$ cat src/rtl/core/wki_pkg.sv
// Package for the weighted keyframe interpolator: field widths, register
// indexes, command, value-kind and status codes, reset values. No dependencies.
package wki_pkg;

	localparam int MAX_KEYS_DEF  = 8;
	localparam int FRAC_BITS_DEF = 16;

	localparam int CMD_W      = 1;
	localparam int KIDX_W     = 3;
	localparam int KVAL_W     = 32;
	localparam int WGT_W      = 16;
	localparam int KCNT_W     = 4;
	localparam int KIND_W     = 2;
	localparam int TOT_W      = 19;
	localparam int CFG_IDX_W  = 2;
	localparam int CFG_DATA_W = 4;
	localparam int LANE_W     = 2;
	localparam int LANES      = KVAL_W / 8;

	localparam logic [TOT_W-1:0] TOT_MAX = {TOT_W{1'b1}};

	localparam logic [CFG_IDX_W-1:0] REG_KEY_COUNT   = 2'd0;
	localparam logic [CFG_IDX_W-1:0] REG_VALUE_KIND  = 2'd1;
	localparam logic [CFG_IDX_W-1:0] REG_USE_WEIGHTS = 2'd2;

	localparam logic [CMD_W-1:0] CMD_WRITE = 1'b0;
	localparam logic [CMD_W-1:0] CMD_EVAL  = 1'b1;

	localparam logic [KIND_W-1:0] KIND_BYTE  = 2'd0;
	localparam logic [KIND_W-1:0] KIND_SHORT = 2'd1;
	localparam logic [KIND_W-1:0] KIND_RGBA  = 2'd2;
	localparam logic [KIND_W-1:0] KIND_INT   = 2'd3;

	localparam logic STATUS_OK     = 1'b0;
	localparam logic STATUS_REJECT = 1'b1;

	localparam logic [KIND_W-1:0] KIND_RESET  = KIND_INT;
	localparam logic [KCNT_W-1:0] KCNT_RESET  = 4'd2;

endpackage

$ cat src/rtl/core/wki_mem.sv
// Keyframe value and segment weight storage, one shared registered read port.
// Depends on wki_pkg.
module wki_mem #(
	parameter int MAX_KEYS = wki_pkg::MAX_KEYS_DEF,
	parameter int IDX_W    = $clog2(MAX_KEYS)
) (
	input  logic                     clk,
	input  logic                     arst_n,
	input  logic                     wr_en,
	input  logic [IDX_W-1:0]         wr_addr,
	input  logic [wki_pkg::KVAL_W-1:0] wr_key,
	input  logic [wki_pkg::WGT_W-1:0]  wr_wgt,
	input  logic                     rd_en,
	input  logic [IDX_W-1:0]         rd_addr,
	output logic [wki_pkg::KVAL_W-1:0] rd_key,
	output logic [wki_pkg::WGT_W-1:0]  rd_wgt
);

	logic [wki_pkg::KVAL_W-1:0] key_mem [MAX_KEYS];
	logic [wki_pkg::WGT_W-1:0]  wgt_mem [MAX_KEYS];
	logic [MAX_KEYS-1:0]        wvld_q;
	logic [wki_pkg::KVAL_W-1:0] rd_key_q;
	logic [wki_pkg::WGT_W-1:0]  rd_wgt_q;

	// Weights read as zero until their slot has been written once.
	always_ff @(posedge clk or negedge arst_n) begin
		if (!arst_n) begin
			wvld_q <= '0;
		end else if (wr_en) begin
			wvld_q[wr_addr] <= 1'b1;
		end
	end

	always_ff @(posedge clk) begin
		if (wr_en) begin
			key_mem[wr_addr] <= wr_key;
			wgt_mem[wr_addr] <= wr_wgt;
		end
		if (rd_en) begin
			rd_key_q <= key_mem[rd_addr];
			rd_wgt_q <= wvld_q[rd_addr] ? wgt_mem[rd_addr] : '0;
		end
	end

	assign rd_key = rd_key_q;
	assign rd_wgt = rd_wgt_q;

endmodule

$ cat src/rtl/core/wki_div.sv
// Restoring serial divider for the local segment fraction, one quotient bit
// per cycle. Depends on wki_pkg.
module wki_div #(
	parameter int FRAC_BITS = wki_pkg::FRAC_BITS_DEF
) (
	input  logic                                  clk,
	input  logic                                  arst_n,
	input  logic                                  start,
	input  logic [wki_pkg::WGT_W+FRAC_BITS-1:0]   num,
	input  logic [wki_pkg::WGT_W-1:0]             den,
	output logic                                  done,
	output logic [FRAC_BITS:0]                    quo
);

	localparam int FR_W  = FRAC_BITS + 1;
	localparam int NUM_W = wki_pkg::WGT_W + FRAC_BITS;
	localparam int CNT_W = $clog2(FR_W + 1);
	localparam int WW    = wki_pkg::WGT_W;

	logic             busy_q;
	logic             done_q;
	logic [CNT_W-1:0] cnt_q;
	logic [WW-1:0]    rem_q;
	logic [WW-1:0]    den_q;
	logic [FR_W-1:0]  nsh_q;
	logic [FR_W-1:0]  quo_q;
	logic [WW:0]      trial;
	logic             qbit;

	// The quotient never exceeds 1.0, so the upper numerator bits already sit
	// below the divisor and only FR_W steps remain.
	assign trial = {rem_q, nsh_q[FR_W-1]};
	assign qbit  = trial >= {1'b0, den_q};

	always_ff @(posedge clk or negedge arst_n) begin
		if (!arst_n) begin
			busy_q <= 1'b0;
			done_q <= 1'b0;
			cnt_q  <= '0;
		end else begin
			done_q <= 1'b0;
			if (start) begin
				busy_q <= 1'b1;
				cnt_q  <= CNT_W'(FR_W - 1);
			end else if (busy_q) begin
				if (cnt_q == '0) begin
					busy_q <= 1'b0;
					done_q <= 1'b1;
				end else begin
					cnt_q <= cnt_q - 1'b1;
				end
			end
		end
	end

	always_ff @(posedge clk) begin
		if (start) begin
			rem_q <= {1'b0, num[NUM_W-1:FR_W]};
			nsh_q <= num[FR_W-1:0];
			den_q <= den;
		end else if (busy_q) begin
			rem_q <= qbit ? WW'(trial - {1'b0, den_q}) : trial[WW-1:0];
			nsh_q <= {nsh_q[FR_W-2:0], 1'b0};
			quo_q <= {quo_q[FR_W-2:0], qbit};
		end
	end

	assign done = done_q;
	assign quo  = quo_q;

endmodule

$ cat src/rtl/core/wki_lerp.sv
// Linear interpolation unit: one lane per pass through a shared subtract,
// multiply and add sequence; four lanes for colour. Depends on wki_pkg.
module wki_lerp #(
	parameter int FRAC_BITS = wki_pkg::FRAC_BITS_DEF
) (
	input  logic                         clk,
	input  logic                         arst_n,
	input  logic                         start,
	input  logic [wki_pkg::KIND_W-1:0]   kind,
	input  logic [wki_pkg::KVAL_W-1:0]   key_a,
	input  logic [wki_pkg::KVAL_W-1:0]   key_b,
	input  logic [FRAC_BITS:0]           t,
	output logic                         done,
	output logic [wki_pkg::KVAL_W-1:0]   result
);

	localparam int FR_W = FRAC_BITS + 1;
	localparam int KW   = wki_pkg::KVAL_W;
	localparam int XW   = KW + 1;
	localparam int PW   = KW + FR_W;

	localparam logic [2:0] L_IDLE = 3'd0;
	localparam logic [2:0] L_PREP = 3'd1;
	localparam logic [2:0] L_MUL  = 3'd2;
	localparam logic [2:0] L_ADD  = 3'd3;
	localparam logic [2:0] L_DONE = 3'd4;

	logic [2:0]                  ph_q;
	logic [wki_pkg::LANE_W-1:0]  lane_q;
	logic [wki_pkg::KIND_W-1:0]  kind_q;
	logic [KW-1:0]               a_q;
	logic [KW-1:0]               b_q;
	logic [FR_W-1:0]             t_q;
	logic                        neg_q;
	logic [KW-1:0]               mag_q;
	logic [XW-1:0]               aex_q;
	logic [PW-1:0]               prod_q;
	logic [KW-1:0]               res_q;

	logic [XW-1:0] a_x;
	logic [XW-1:0] b_x;
	logic [XW-1:0] d;
	logic [XW-1:0] d_neg;
	logic [KW-1:0] q;
	logic [XW-1:0] sq;
	logic [XW-1:0] r;
	logic          last_lane;

	always_comb begin
		case (kind_q)
			wki_pkg::KIND_BYTE: begin
				a_x = XW'(a_q[7:0]);
				b_x = XW'(b_q[7:0]);
			end
			wki_pkg::KIND_SHORT: begin
				a_x = {{(XW-16){a_q[15]}}, a_q[15:0]};
				b_x = {{(XW-16){b_q[15]}}, b_q[15:0]};
			end
			wki_pkg::KIND_RGBA: begin
				a_x = XW'(a_q[lane_q*8 +: 8]);
				b_x = XW'(b_q[lane_q*8 +: 8]);
			end
			default: begin
				a_x = {a_q[KW-1], a_q};
				b_x = {b_q[KW-1], b_q};
			end
		endcase
	end

	assign d         = b_x - a_x;
	assign d_neg     = XW'(0) - d;
	assign q         = prod_q[FRAC_BITS +: KW];
	assign sq        = neg_q ? XW'(0) - {1'b0, q} : {1'b0, q};
	assign r         = aex_q + sq;
	assign last_lane = (kind_q != wki_pkg::KIND_RGBA) ||
		(lane_q == wki_pkg::LANE_W'(wki_pkg::LANES - 1));

	always_ff @(posedge clk or negedge arst_n) begin
		if (!arst_n) begin
			ph_q   <= L_IDLE;
			lane_q <= '0;
		end else begin
			unique case (ph_q)
				L_IDLE: begin
					if (start) begin
						ph_q   <= L_PREP;
						lane_q <= '0;
					end
				end
				L_PREP: ph_q <= L_MUL;
				L_MUL:  ph_q <= L_ADD;
				L_ADD: begin
					if (last_lane) begin
						ph_q <= L_DONE;
					end else begin
						lane_q <= lane_q + 1'b1;
						ph_q   <= L_PREP;
					end
				end
				L_DONE: ph_q <= L_IDLE;
				default: ph_q <= L_IDLE;
			endcase
		end
	end

	always_ff @(posedge clk) begin
		if (ph_q == L_IDLE && start) begin
			kind_q <= kind;
			a_q    <= key_a;
			b_q    <= key_b;
			t_q    <= t;
			res_q  <= '0;
		end
		if (ph_q == L_PREP) begin
			neg_q <= d[XW-1];
			mag_q <= d[XW-1] ? d_neg[KW-1:0] : d[KW-1:0];
			aex_q <= a_x;
		end
		if (ph_q == L_MUL) begin
			prod_q <= mag_q * t_q;
		end
		if (ph_q == L_ADD) begin
			if (kind_q == wki_pkg::KIND_RGBA) begin
				res_q[lane_q*8 +: 8] <= r[7:0];
			end else begin
				res_q <= r[KW-1:0];
			end
		end
	end

	assign done   = (ph_q == L_DONE);
	assign result = res_q;

endmodule

$ cat src/rtl/core/weighted_keyframe_interpolator.sv
// Weighted keyframe interpolator top level: command sequencer, configuration
// registers and result register. Depends on wki_pkg, wki_mem, wki_div, wki_lerp.
//
// The block keeps up to MAX_KEYS keyframe values and segment weights in a
// small synchronous memory with one registered read port, and answers every
// input beat with exactly one result beat. It works on one command at a time;
// a new command is taken while the previous result still waits in the output
// register. A write command rebuilds the stored total weight by walking the
// weight memory over the n-1 segments, n being the effective key count, with
// an address step and then a data step per entry. A rejected write goes
// straight to the output stage. An evaluate in uniform mode takes one
// multiply, two key reads and one interpolation pass, and a colour four
// passes, whose byte lanes go through the same interpolation unit in turn.
// In weighted mode a segment walk, with a read and a check per visited
// segment, and for a hit segment the serial divider come in addition. A
// write of key_count also rebuilds the total weight, and while it does the
// block takes no input beat. Configuration writes are taken only while the
// block is idle, and an input beat waits while a configuration write is
// offered. Key values read before they were written are undefined; weights
// read as zero until written.
module weighted_keyframe_interpolator #(
	parameter int MAX_KEYS  = wki_pkg::MAX_KEYS_DEF,
	parameter int FRAC_BITS = wki_pkg::FRAC_BITS_DEF
) (
	input  logic                                clk,
	input  logic                                arst_n,
	// configuration write channel
	input  logic                                cfg_valid,
	output logic                                cfg_ready,
	input  logic [wki_pkg::CFG_IDX_W-1:0]       cfg_index,
	input  logic [wki_pkg::CFG_DATA_W-1:0]      cfg_data,
	// command channel
	input  logic                                in_valid,
	output logic                                in_stall,
	input  logic [wki_pkg::CMD_W-1:0]           cmd,
	input  logic [wki_pkg::KIDX_W-1:0]          key_index,
	input  logic signed [wki_pkg::KVAL_W-1:0]   key_value,
	input  logic [wki_pkg::WGT_W-1:0]           segment_weight,
	input  logic [FRAC_BITS:0]                  fraction,
	// result channel
	output logic                                out_valid,
	input  logic                                out_stall,
	output logic signed [wki_pkg::KVAL_W-1:0]   value,
	output logic [wki_pkg::KIDX_W-1:0]          frame_index,
	output logic                                status
);

	localparam int IDX_W  = $clog2(MAX_KEYS);
	localparam int CNT_W  = $clog2(MAX_KEYS + 1);
	localparam int FR_W   = FRAC_BITS + 1;
	localparam int TOT_W  = wki_pkg::TOT_W;
	localparam int WGT_W  = wki_pkg::WGT_W;
	localparam int KW     = wki_pkg::KVAL_W;
	localparam int ACC_W  = WGT_W + IDX_W;
	localparam int WF_W   = FR_W + TOT_W;
	localparam int NUM_W  = WGT_W + FRAC_BITS;
	localparam int CMP_W  = (WF_W > ACC_W + FRAC_BITS) ? WF_W : ACC_W + FRAC_BITS;
	localparam int EW     = (wki_pkg::KCNT_W > CNT_W) ? wki_pkg::KCNT_W : CNT_W;
	localparam int IW     = (wki_pkg::KIDX_W > CNT_W) ? wki_pkg::KIDX_W : CNT_W;

	localparam logic [FR_W-1:0] ONE = {1'b1, {FRAC_BITS{1'b0}}};

	localparam logic [3:0] S_IDLE    = 4'd0;
	localparam logic [3:0] S_TOT_RD  = 4'd1;
	localparam logic [3:0] S_TOT_ACC = 4'd2;
	localparam logic [3:0] S_EVAL    = 4'd3;
	localparam logic [3:0] S_SEL     = 4'd4;
	localparam logic [3:0] S_WK_RD   = 4'd5;
	localparam logic [3:0] S_WK_CHK  = 4'd6;
	localparam logic [3:0] S_DIV     = 4'd7;
	localparam logic [3:0] S_K0      = 4'd8;
	localparam logic [3:0] S_K1      = 4'd9;
	localparam logic [3:0] S_K2      = 4'd10;
	localparam logic [3:0] S_LERP    = 4'd11;
	localparam logic [3:0] S_OUT     = 4'd12;

	// Control and configuration state.
	logic [3:0]                  state_q;
	logic [wki_pkg::KCNT_W-1:0]  kcnt_q;
	logic [wki_pkg::KIND_W-1:0]  kind_q;
	logic                        usew_q;
	logic [TOT_W-1:0]            total_q;
	logic                        report_q;
	logic                        out_valid_q;

	// Working registers of the current command.
	logic [TOT_W-1:0]            tacc_q;
	logic [CNT_W-1:0]            walk_q;
	logic [ACC_W-1:0]            acc_q;
	logic [FR_W-1:0]             f_q;
	logic [WF_W-1:0]             prod_q;
	logic [IDX_W-1:0]            i0_q;
	logic [IDX_W-1:0]            i1_q;
	logic [FR_W-1:0]             t_q;
	logic [KW-1:0]               ka_q;
	logic [KW-1:0]               res_value_q;
	logic [wki_pkg::KIDX_W-1:0]  res_frame_q;
	logic                        res_status_q;
	logic [KW-1:0]               out_value_q;
	logic [wki_pkg::KIDX_W-1:0]  out_frame_q;
	logic                        out_status_q;

	// Effective key count: zero counts as one, anything above MAX_KEYS as MAX_KEYS.
	logic [EW-1:0]    kc_ext;
	logic [EW-1:0]    n_ext;
	logic [CNT_W-1:0] n;
	logic [CNT_W-1:0] nm1;
	logic [CNT_W-1:0] nm2;

	always_comb begin
		kc_ext = EW'(kcnt_q);
		if (kc_ext == '0) begin
			n_ext = EW'(1);
		end else if (kc_ext > EW'(MAX_KEYS)) begin
			n_ext = EW'(MAX_KEYS);
		end else begin
			n_ext = kc_ext;
		end
	end

	assign n   = n_ext[CNT_W-1:0];
	assign nm1 = n - 1'b1;
	assign nm2 = n - CNT_W'(2);

	// Handshakes. A configuration beat wins over a command beat in the same cycle.
	logic in_acc;
	logic cfg_acc;
	logic out_free;

	assign cfg_ready = (state_q == S_IDLE);
	assign in_stall  = (state_q != S_IDLE) || cfg_valid;
	assign in_acc    = in_valid && !in_stall;
	assign cfg_acc   = cfg_valid && cfg_ready;
	assign out_free  = !out_valid_q || !out_stall;

	logic reject;
	assign reject = (IW'(key_index) >= IW'(n)) || (segment_weight == '0);

	// Memory ports.
	logic              mem_wr_en;
	logic [IDX_W-1:0]  mem_wr_addr;
	logic [IW-1:0]     kidx_ext;
	logic              mem_rd_en;
	logic [IDX_W-1:0]  mem_rd_addr;
	logic [KW-1:0]     mem_key;
	logic [WGT_W-1:0]  mem_wgt;

	assign kidx_ext    = IW'(key_index);
	assign mem_wr_en   = in_acc && (cmd == wki_pkg::CMD_WRITE) && !reject;
	assign mem_wr_addr = kidx_ext[IDX_W-1:0];

	always_comb begin
		mem_rd_en   = 1'b0;
		mem_rd_addr = walk_q[IDX_W-1:0];
		case (state_q)
			S_TOT_RD, S_WK_RD: mem_rd_en = 1'b1;
			S_K0: begin
				mem_rd_en   = 1'b1;
				mem_rd_addr = i0_q;
			end
			S_K1: begin
				mem_rd_en   = 1'b1;
				mem_rd_addr = i1_q;
			end
			default: mem_rd_en = 1'b0;
		endcase
	end

	wki_mem #(
		.MAX_KEYS (MAX_KEYS),
		.IDX_W    (IDX_W)
	) u_mem (
		.clk     (clk),
		.arst_n  (arst_n),
		.wr_en   (mem_wr_en),
		.wr_addr (mem_wr_addr),
		.wr_key  (key_value),
		.wr_wgt  (segment_weight),
		.rd_en   (mem_rd_en),
		.rd_addr (mem_rd_addr),
		.rd_key  (mem_key),
		.rd_wgt  (mem_wgt)
	);

	// Walk bookkeeping: the walk covers segments 0 .. n-2.
	logic           walk_more;
	logic [TOT_W:0] tsum;
	logic [TOT_W-1:0] tsum_sat;

	assign walk_more = ({1'b0, walk_q} + 1'b1) < {1'b0, n};
	assign tsum      = {1'b0, tacc_q} + (TOT_W+1)'(mem_wgt);
	assign tsum_sat  = (tsum > {1'b0, wki_pkg::TOT_MAX}) ? wki_pkg::TOT_MAX : tsum[TOT_W-1:0];

	// Weighted segment search: the first segment whose cumulative weight,
	// scaled to the fraction grid, reaches the scaled progress.
	logic [ACC_W-1:0] acc_new;
	logic [CMP_W-1:0] wf_ext;
	logic [CMP_W-1:0] end_sh;
	logic [CMP_W-1:0] start_sh;
	logic [CMP_W-1:0] num_full;
	logic             seg_hit;

	assign acc_new  = acc_q + ACC_W'(mem_wgt);
	assign wf_ext   = CMP_W'(prod_q);
	assign end_sh   = CMP_W'({acc_new, {FRAC_BITS{1'b0}}});
	assign start_sh = CMP_W'({acc_q, {FRAC_BITS{1'b0}}});
	assign num_full = wf_ext - start_sh;
	assign seg_hit  = wf_ext <= end_sh;

	logic             div_start;
	logic             div_done;
	logic [FR_W-1:0]  div_quo;

	assign div_start = (state_q == S_WK_CHK) && seg_hit && (mem_wgt != '0);

	wki_div #(
		.FRAC_BITS (FRAC_BITS)
	) u_div (
		.clk    (clk),
		.arst_n (arst_n),
		.start  (div_start),
		.num    (num_full[NUM_W-1:0]),
		.den    (mem_wgt),
		.done   (div_done),
		.quo    (div_quo)
	);

	// Uniform spacing: the integer part of fraction*(n-1) is the lower key.
	logic [CNT_W-1:0] u_raw;
	logic [CNT_W-1:0] u_i0;
	logic [CNT_W-1:0] u_i1;

	assign u_raw = prod_q[FRAC_BITS +: CNT_W];
	assign u_i0  = (u_raw > nm1) ? nm1 : u_raw;
	assign u_i1  = (u_i0 == nm1) ? nm1 : u_i0 + 1'b1;

	// Interpolation between the two selected keys. A segment that collapses
	// to one key interpolates with a zero fraction.
	logic             lerp_start;
	logic             lerp_done;
	logic [KW-1:0]    lerp_res;
	logic [FR_W-1:0]  t_eff;
	logic [IW-1:0]    frame_ext;

	assign lerp_start = (state_q == S_K2);
	assign t_eff      = (i0_q == i1_q) ? '0 : t_q;
	assign frame_ext  = (f_q == ONE) ? IW'(i1_q) : IW'(i0_q);

	wki_lerp #(
		.FRAC_BITS (FRAC_BITS)
	) u_lerp (
		.clk    (clk),
		.arst_n (arst_n),
		.start  (lerp_start),
		.kind   (kind_q),
		.key_a  (ka_q),
		.key_b  (mem_key),
		.t      (t_eff),
		.done   (lerp_done),
		.result (lerp_res)
	);

	// Sequencer.
	always_ff @(posedge clk or negedge arst_n) begin
		if (!arst_n) begin
			state_q  <= S_IDLE;
			kcnt_q   <= wki_pkg::KCNT_RESET;
			kind_q   <= wki_pkg::KIND_RESET;
			usew_q   <= 1'b0;
			total_q  <= '0;
			report_q <= 1'b0;
		end else begin
			unique case (state_q)
				S_IDLE: begin
					if (cfg_acc) begin
						unique case (cfg_index)
							wki_pkg::REG_KEY_COUNT: begin
								kcnt_q   <= cfg_data[wki_pkg::KCNT_W-1:0];
								report_q <= 1'b0;
								state_q  <= S_TOT_RD;
							end
							wki_pkg::REG_VALUE_KIND: kind_q <= cfg_data[wki_pkg::KIND_W-1:0];
							wki_pkg::REG_USE_WEIGHTS: usew_q <= cfg_data[0];
							default: usew_q <= usew_q;
						endcase
					end else if (in_acc) begin
						if (cmd == wki_pkg::CMD_WRITE) begin
							if (reject) begin
								state_q <= S_OUT;
							end else begin
								report_q <= 1'b1;
								state_q  <= S_TOT_RD;
							end
						end else begin
							state_q <= S_EVAL;
						end
					end
				end
				S_TOT_RD: begin
					if (walk_more) begin
						state_q <= S_TOT_ACC;
					end else begin
						total_q <= tacc_q;
						state_q <= report_q ? S_OUT : S_IDLE;
					end
				end
				S_TOT_ACC: state_q <= S_TOT_RD;
				S_EVAL:    state_q <= S_SEL;
				S_SEL: begin
					if (n == CNT_W'(1) || !usew_q || f_q == ONE) begin
						state_q <= S_K0;
					end else begin
						state_q <= S_WK_RD;
					end
				end
				S_WK_RD:  state_q <= walk_more ? S_WK_CHK : S_K0;
				S_WK_CHK: begin
					if (seg_hit) begin
						state_q <= (mem_wgt != '0) ? S_DIV : S_K0;
					end else begin
						state_q <= S_WK_RD;
					end
				end
				S_DIV: begin
					if (div_done) begin
						state_q <= S_K0;
					end
				end
				S_K0: state_q <= S_K1;
				S_K1: state_q <= S_K2;
				S_K2: state_q <= S_LERP;
				S_LERP: begin
					if (lerp_done) begin
						state_q <= S_OUT;
					end
				end
				S_OUT: begin
					if (out_free) begin
						state_q <= S_IDLE;
					end
				end
				default: state_q <= S_IDLE;
			endcase
		end
	end

	// Datapath registers of the current command.
	always_ff @(posedge clk) begin
		case (state_q)
			S_IDLE: begin
				walk_q <= '0;
				tacc_q <= '0;
				acc_q  <= '0;
				f_q    <= (fraction > ONE) ? ONE : fraction;
				res_value_q  <= '0;
				res_frame_q  <= '0;
				res_status_q <= (cmd == wki_pkg::CMD_WRITE && reject) ?
					wki_pkg::STATUS_REJECT : wki_pkg::STATUS_OK;
			end
			S_TOT_ACC: begin
				tacc_q <= tsum_sat;
				walk_q <= walk_q + 1'b1;
			end
			S_EVAL: begin
				prod_q <= f_q * (usew_q ? total_q : TOT_W'(nm1));
			end
			S_SEL: begin
				if (n == CNT_W'(1)) begin
					i0_q <= '0;
					i1_q <= '0;
					t_q  <= '0;
				end else if (!usew_q) begin
					i0_q <= u_i0[IDX_W-1:0];
					i1_q <= u_i1[IDX_W-1:0];
					t_q  <= {1'b0, prod_q[FRAC_BITS-1:0]};
				end else begin
					i0_q <= nm2[IDX_W-1:0];
					i1_q <= nm1[IDX_W-1:0];
					t_q  <= ONE;
				end
			end
			S_WK_CHK: begin
				if (seg_hit) begin
					i0_q <= walk_q[IDX_W-1:0];
					i1_q <= IDX_W'(walk_q + 1'b1);
					t_q  <= '0;
				end else begin
					acc_q  <= acc_new;
					walk_q <= walk_q + 1'b1;
				end
			end
			S_DIV: begin
				if (div_done) begin
					t_q <= (div_quo > ONE) ? ONE : div_quo;
				end
			end
			S_K1: begin
				ka_q <= mem_key;
			end
			S_LERP: begin
				if (lerp_done) begin
					res_value_q <= lerp_res;
					res_frame_q <= frame_ext[wki_pkg::KIDX_W-1:0];
				end
			end
			default: begin
				ka_q <= ka_q;
			end
		endcase
	end

	// Output register: loaded when the result is ready and the slot is free.
	logic out_load;
	assign out_load = (state_q == S_OUT) && out_free;

	always_ff @(posedge clk or negedge arst_n) begin
		if (!arst_n) begin
			out_valid_q <= 1'b0;
		end else if (out_load) begin
			out_valid_q <= 1'b1;
		end else if (!out_stall) begin
			out_valid_q <= 1'b0;
		end
	end

	always_ff @(posedge clk) begin
		if (out_load) begin
			out_value_q  <= res_value_q;
			out_frame_q  <= res_frame_q;
			out_status_q <= res_status_q;
		end
	end

	assign out_valid   = out_valid_q;
	assign value       = out_value_q;
	assign frame_index = out_frame_q;
	assign status      = out_status_q;

endmodule
$ cat config.mk
export PLATFORM = sky130hd
export DESIGN_NAME = weighted_keyframe_interpolator
export DESIGN_NICKNAME = d
export VERILOG_FILES = /design/src/rtl/core/wki_pkg.sv /design/src/rtl/core/wki_mem.sv /design/src/rtl/core/wki_div.sv /design/src/rtl/core/wki_lerp.sv /design/src/rtl/core/weighted_keyframe_interpolator.sv
export SDC_FILE = /design/constraint.sdc
export NUM_CORES = 2
export LEC_CHECK = 0
export ABC_CLOCK_PERIOD_IN_PS = 10200
export BUFFER_PORTS_ARGS = -buffer_cell sky130_fd_sc_hd__buf_2
export CAP_MARGIN = 20
export CELL_PAD_IN_SITES_DETAIL_PLACEMENT = 1
export CELL_PAD_IN_SITES_GLOBAL_PLACEMENT = 1
export CORE_ASPECT_RATIO = 1.1
export CORE_UTILIZATION = 54
export CTS_BUF_LIST = sky130_fd_sc_hd__clkbuf_4 sky130_fd_sc_hd__clkbuf_8
export CTS_CLUSTER_SIZE = 12
export DETAILED_ROUTE_END_ITERATION = 7
export PLACE_DENSITY_LB_ADDON = 0.2
export REMOVE_ABC_BUFFERS = 1
export SKIP_LAST_GASP = 1
export SLEW_MARGIN = 20
export SYNTH_ARGS = -nofsm -noshare
export SYNTH_HDL_FRONTEND = slang
export SYNTH_HIERARCHICAL = 1
export SYNTH_SLANG_ARGS = --single-unit
$ cat constraint.sdc
create_clock -name clk -period 10.2 [get_ports clk]
set_clock_uncertainty 0.05 [all_clocks]
set_input_delay 2.04 -clock clk [delete_from_list [all_inputs] [get_ports clk]]
set_output_delay 2.04 -clock clk [all_outputs]
set_load 0.1 [all_outputs]
==> results <==
- The ratio of final minimum period to clock period is 81.7%.
- The cell area that synthesis handed to floorplanning was 0.0726 mm².
- In this run, post-CTS hold repair placed 0 buffers.
- The detail route stage leaves a number of antenna-violating nets equal to 0.
- The worst hold path belongs to the class reg -> reg.
- The net count of the finished layout is 7659.
- The first-pass GRT wire length is 316000 µm.
- The core region is 0.133 mm².
- The number of placed instances, taps included is 8083.
- The library cell used most frequently in the layout, excluding fill and tap cells, is inv_1.
- The pre-antenna-repair detailed-routing pass consisted of 6 iterations.
- The clock period could shrink to 8.33 ns.
- The later pin in the worst-skew pair is clocked with a latency of 0.90 ns.
- VDD sags by at most 160 µV.
- STA classifies the critical path endpoint as a register.
- The power density relative to cell area is 103 mW/mm².
- The die outline area is 0.136 mm².
- TritonCTS built the clock tree.
- The top-level port count is 119.
- In the layout the commonest cells are inv_1 (987), edfxtp_1 (899), nand2_1 (727).
- The detailed-route vias per instance is 5.88.
- Setup violations remaining at the end of the flow were counted as 0.
- The via count of the first global-routing pass came to 55.0k.
- The starting density of the core is 54.6%.
- Along the worst path, the maximum fanout reaches 66.
- The run finished with clean final reports.
- Synthesis produced 6372 cells.
- The number of flip-flops and latches in the synthesized netlist is 984.
- The count of cell types in the netlist is 102.
- In this run the static leakage power is 33.6 nW.
- The final wirelength is 204000 µm.
- After detailed routing, the number of remaining DRC violations is 0.
- Dividing the detail-routed wire length by the instance count gives 24.3 µm.
- The violation count after the first detailed-route iteration is 3240.
- Gates resized during post-CTS repair numbered 0.
- The maximum number of pins on one net before global-route repair is 99.
- Global routing used 30.6% of the available tracks.
- The number of setup buffers added after CTS is 0.
- The maximum root-to-sink buffer count is 3.
- The number of sinks driven by the clock tree is 984.
- Of all flip-flops after synthesis, the portion carrying an async set or reset was 5.28%.
- Setup repair after global routing left no endpoint under its margin.
- The overall die height is 387 µm.
- Detailed placement finished with a half-perimeter wire length of 150000 µm.
- The worst setup path is of the reg -> reg kind.
- The upper clock frequency limit is 120 MHz.
- Leaving out filler cells and counting taps, the final layout contains 8394.
- The minimum setup slack among reg-to-reg paths is 1.87 ns.
- Clock-pin slew was measured on the worst setup and hold paths at 0.06 ns.
- The site row count is 140.
- The number of antenna violations at the first check in global routing is 22.
- At the pin with the least slew margin, the transition time is 1.14 ns.
- For this run, the number of Yosys warnings is 6.
- The worst setup path is launched from a register.
- The total CTS buffers is 163.
- The tightest hold margin is 0.347 ns.
- The width of the die is 352 µm.
- The number of enable-type register cells in the synthesized netlist is 899.
- At the worst endpoint, the required time is 10.83 ns.
- The hold violation total from the final report is 0.
- The share of post-route cells with drive strength above 1 is 11.4%.
- After global routing the overflow that remains totals 0.
- The critical path data arrival time is 8.96 ns.
- Summed over all failing endpoints, the final setup total negative slack is 0 ns.
- Across all layers, the routed design uses 49.4k vias.
- The final weighted congestion in routability-driven placement is 0.900.
- Of the synthesized area, sequential elements account for 39.9%.
- The tree is rooted in a clkbuf_8.
- From synthesis to final layout, the design area changed by 8.32%.
- During placement, the flow inserted port buffers numbering 118.
- The H-tree depth is 4.
- Max-cap violations in this run came to 0.
- The max-slew violation count is 0.
- Before CTS, the worst setup slack after placement is 2.00 ns.
- The leading register cell type out of synthesis is edfxtp_1.
- In the post-route analysis, the smallest setup slack over all paths is 1.87 ns.
- Measured against its own limit, the worst slew margin works out to 24.2%.
- The mean instance size in the synthesized netlist is 11.4 µm².
==> flip-flops by register name, indices dropped and copies added (netlist names), 19 cells and up <==
name / flops
u_lerp/b_q: 32
total_q: 19
value: 32
u_lerp/a_q: 32
tacc_q: 19
u_mem/wgt_mem: 128
prod_q: 36
u_mem/key_mem: 256
u_lerp/aex_q: 32
res_value_q: 32
u_lerp/result: 32
acc_q: 19
u_mem/rd_key: 32
u_lerp/prod_q: 32
ka_q: 32
u_lerp/mag_q: 32
==> worst max-delay path, cell delays in order, from the launching register on <==
cell      delay [ns]
dfrtp_2         1.07
buf_4           0.60
and2_1          0.55
nand2_1         0.14
fa_1            0.52
inv_1           0.05
fa_1            0.48
inv_1           0.06
fa_1            0.50
inv_1           0.06
fa_1            0.49
fa_1            0.56
inv_1           0.06
fa_1            0.53
inv_1           0.05
ha_1            0.35
or2_2           0.31
a21o_1          0.20
nand3_1         0.08
o21a_1          0.18
o21ai_1         0.17
o31ai_2         0.37
or4b_1          0.48
o311ai_0        0.13
==> stage by stage <==
step	util [%]	power [mW]	instance area (µm²)
floorplan	-	4.46	71500
global route	59.1	8.34	78600
global placement	56.5	4.50	75100
detailed placement	56.5	4.50	75100
CTS	59.1	8.19	78600
finish	59.2	8.12	78600
==> where the power goes <==
part | internal [mW] | switching, mW | leakage [nW] | total [mW]
Clock | 1.97 | 1.74 | 1.83 | 3.71
Combinational | 0.0152 | 0.0382 | 23.2 | 0.0534
Sequential | 4.36 | 0 | 8.63 | 4.36
==> cells by family (layout without fill, tap and decap cells) <==
logic type                 after synthesis  count (layout)  synth area share (%)
AOI/OAI and AO/OA                      807             807                  7.34
xor gates and xnor gates               240             240                  2.90
adders and majority gates             1103            1103                  26.3
buffers and inverters                 1259            1499                  6.66
DFF                                    984             984                  39.9
muxes                                  231             231                  5.04
other                                    0               7                     0
and+or+nand+nor                       1748            1748                  11.9
==> cells in the mapped netlist (all sizes together) (20+ instances only) <==
cell / instances / area [µm²]
a31oi: 25 / 156
and3: 112 / 701
fa: 706 / 14100
mux2: 88 / 991
clkbuf: 231 / 867
xnor2: 154 / 1350
and2: 324 / 2030
nor3: 56 / 280
dfrtp: 49 / 1230
nand2b: 34 / 213
o21ai: 157 / 786
edfxtp: 899 / 27000
or3: 25 / 161
mux4: 98 / 2210
o21bai: 23 / 173
a211oi: 20 / 155
nand4: 32 / 200
ha: 397 / 4970
xor2: 86 / 753
inv: 987 / 3700
nand2: 727 / 2730
buf: 38 / 253
nand3: 59 / 295
a21oi: 251 / 1270
mux2i: 45 / 463
nor4: 33 / 246
a21o: 94 / 707
nor2b: 50 / 313
or2: 24 / 150
o31ai: 20 / 155
a22o: 26 / 228
dfxtp: 33 / 661
o21a: 37 / 278
nor2: 208 / 781
==> final timing paths <==
| kind | from | cells after the start | to |
|---|---|---|---|
| max | usew_q | 23 | prod_q[33] |
| min | res_value_q[10] | 0 | value[10] |
| max reg2reg | usew_q | 23 | prod_q[33] |
| min reg2reg | res_value_q[10] | 0 | value[10] |
| max in group asynchronous | arst_n | 2 | usew_q |
| min in group asynchronous | arst_n | 2 | total_q[7] |
==> final cells by class <==
type	count	area, µm²
well taps	1775	2220
multi-input cells	4129	39000
clock buffers	226	2790
fillers	13900	54300
inverters	990	3720
clock inverters	75	669
flip-flops and latches	984	29000
diodes	7	17.5
repair buffers	208	1300
==> metal layers <==
layer	track usage, %	part of all wire (%)	vias to the layer above
li1	-	-	21600
met1	36.6	38	25700
met2	54.8	53	1499
met3	3.83	4.5	522
met4	13.4	4.3	4
met5	0	0.014	-
No activity file was read; power rests on OpenSTA's default activity.
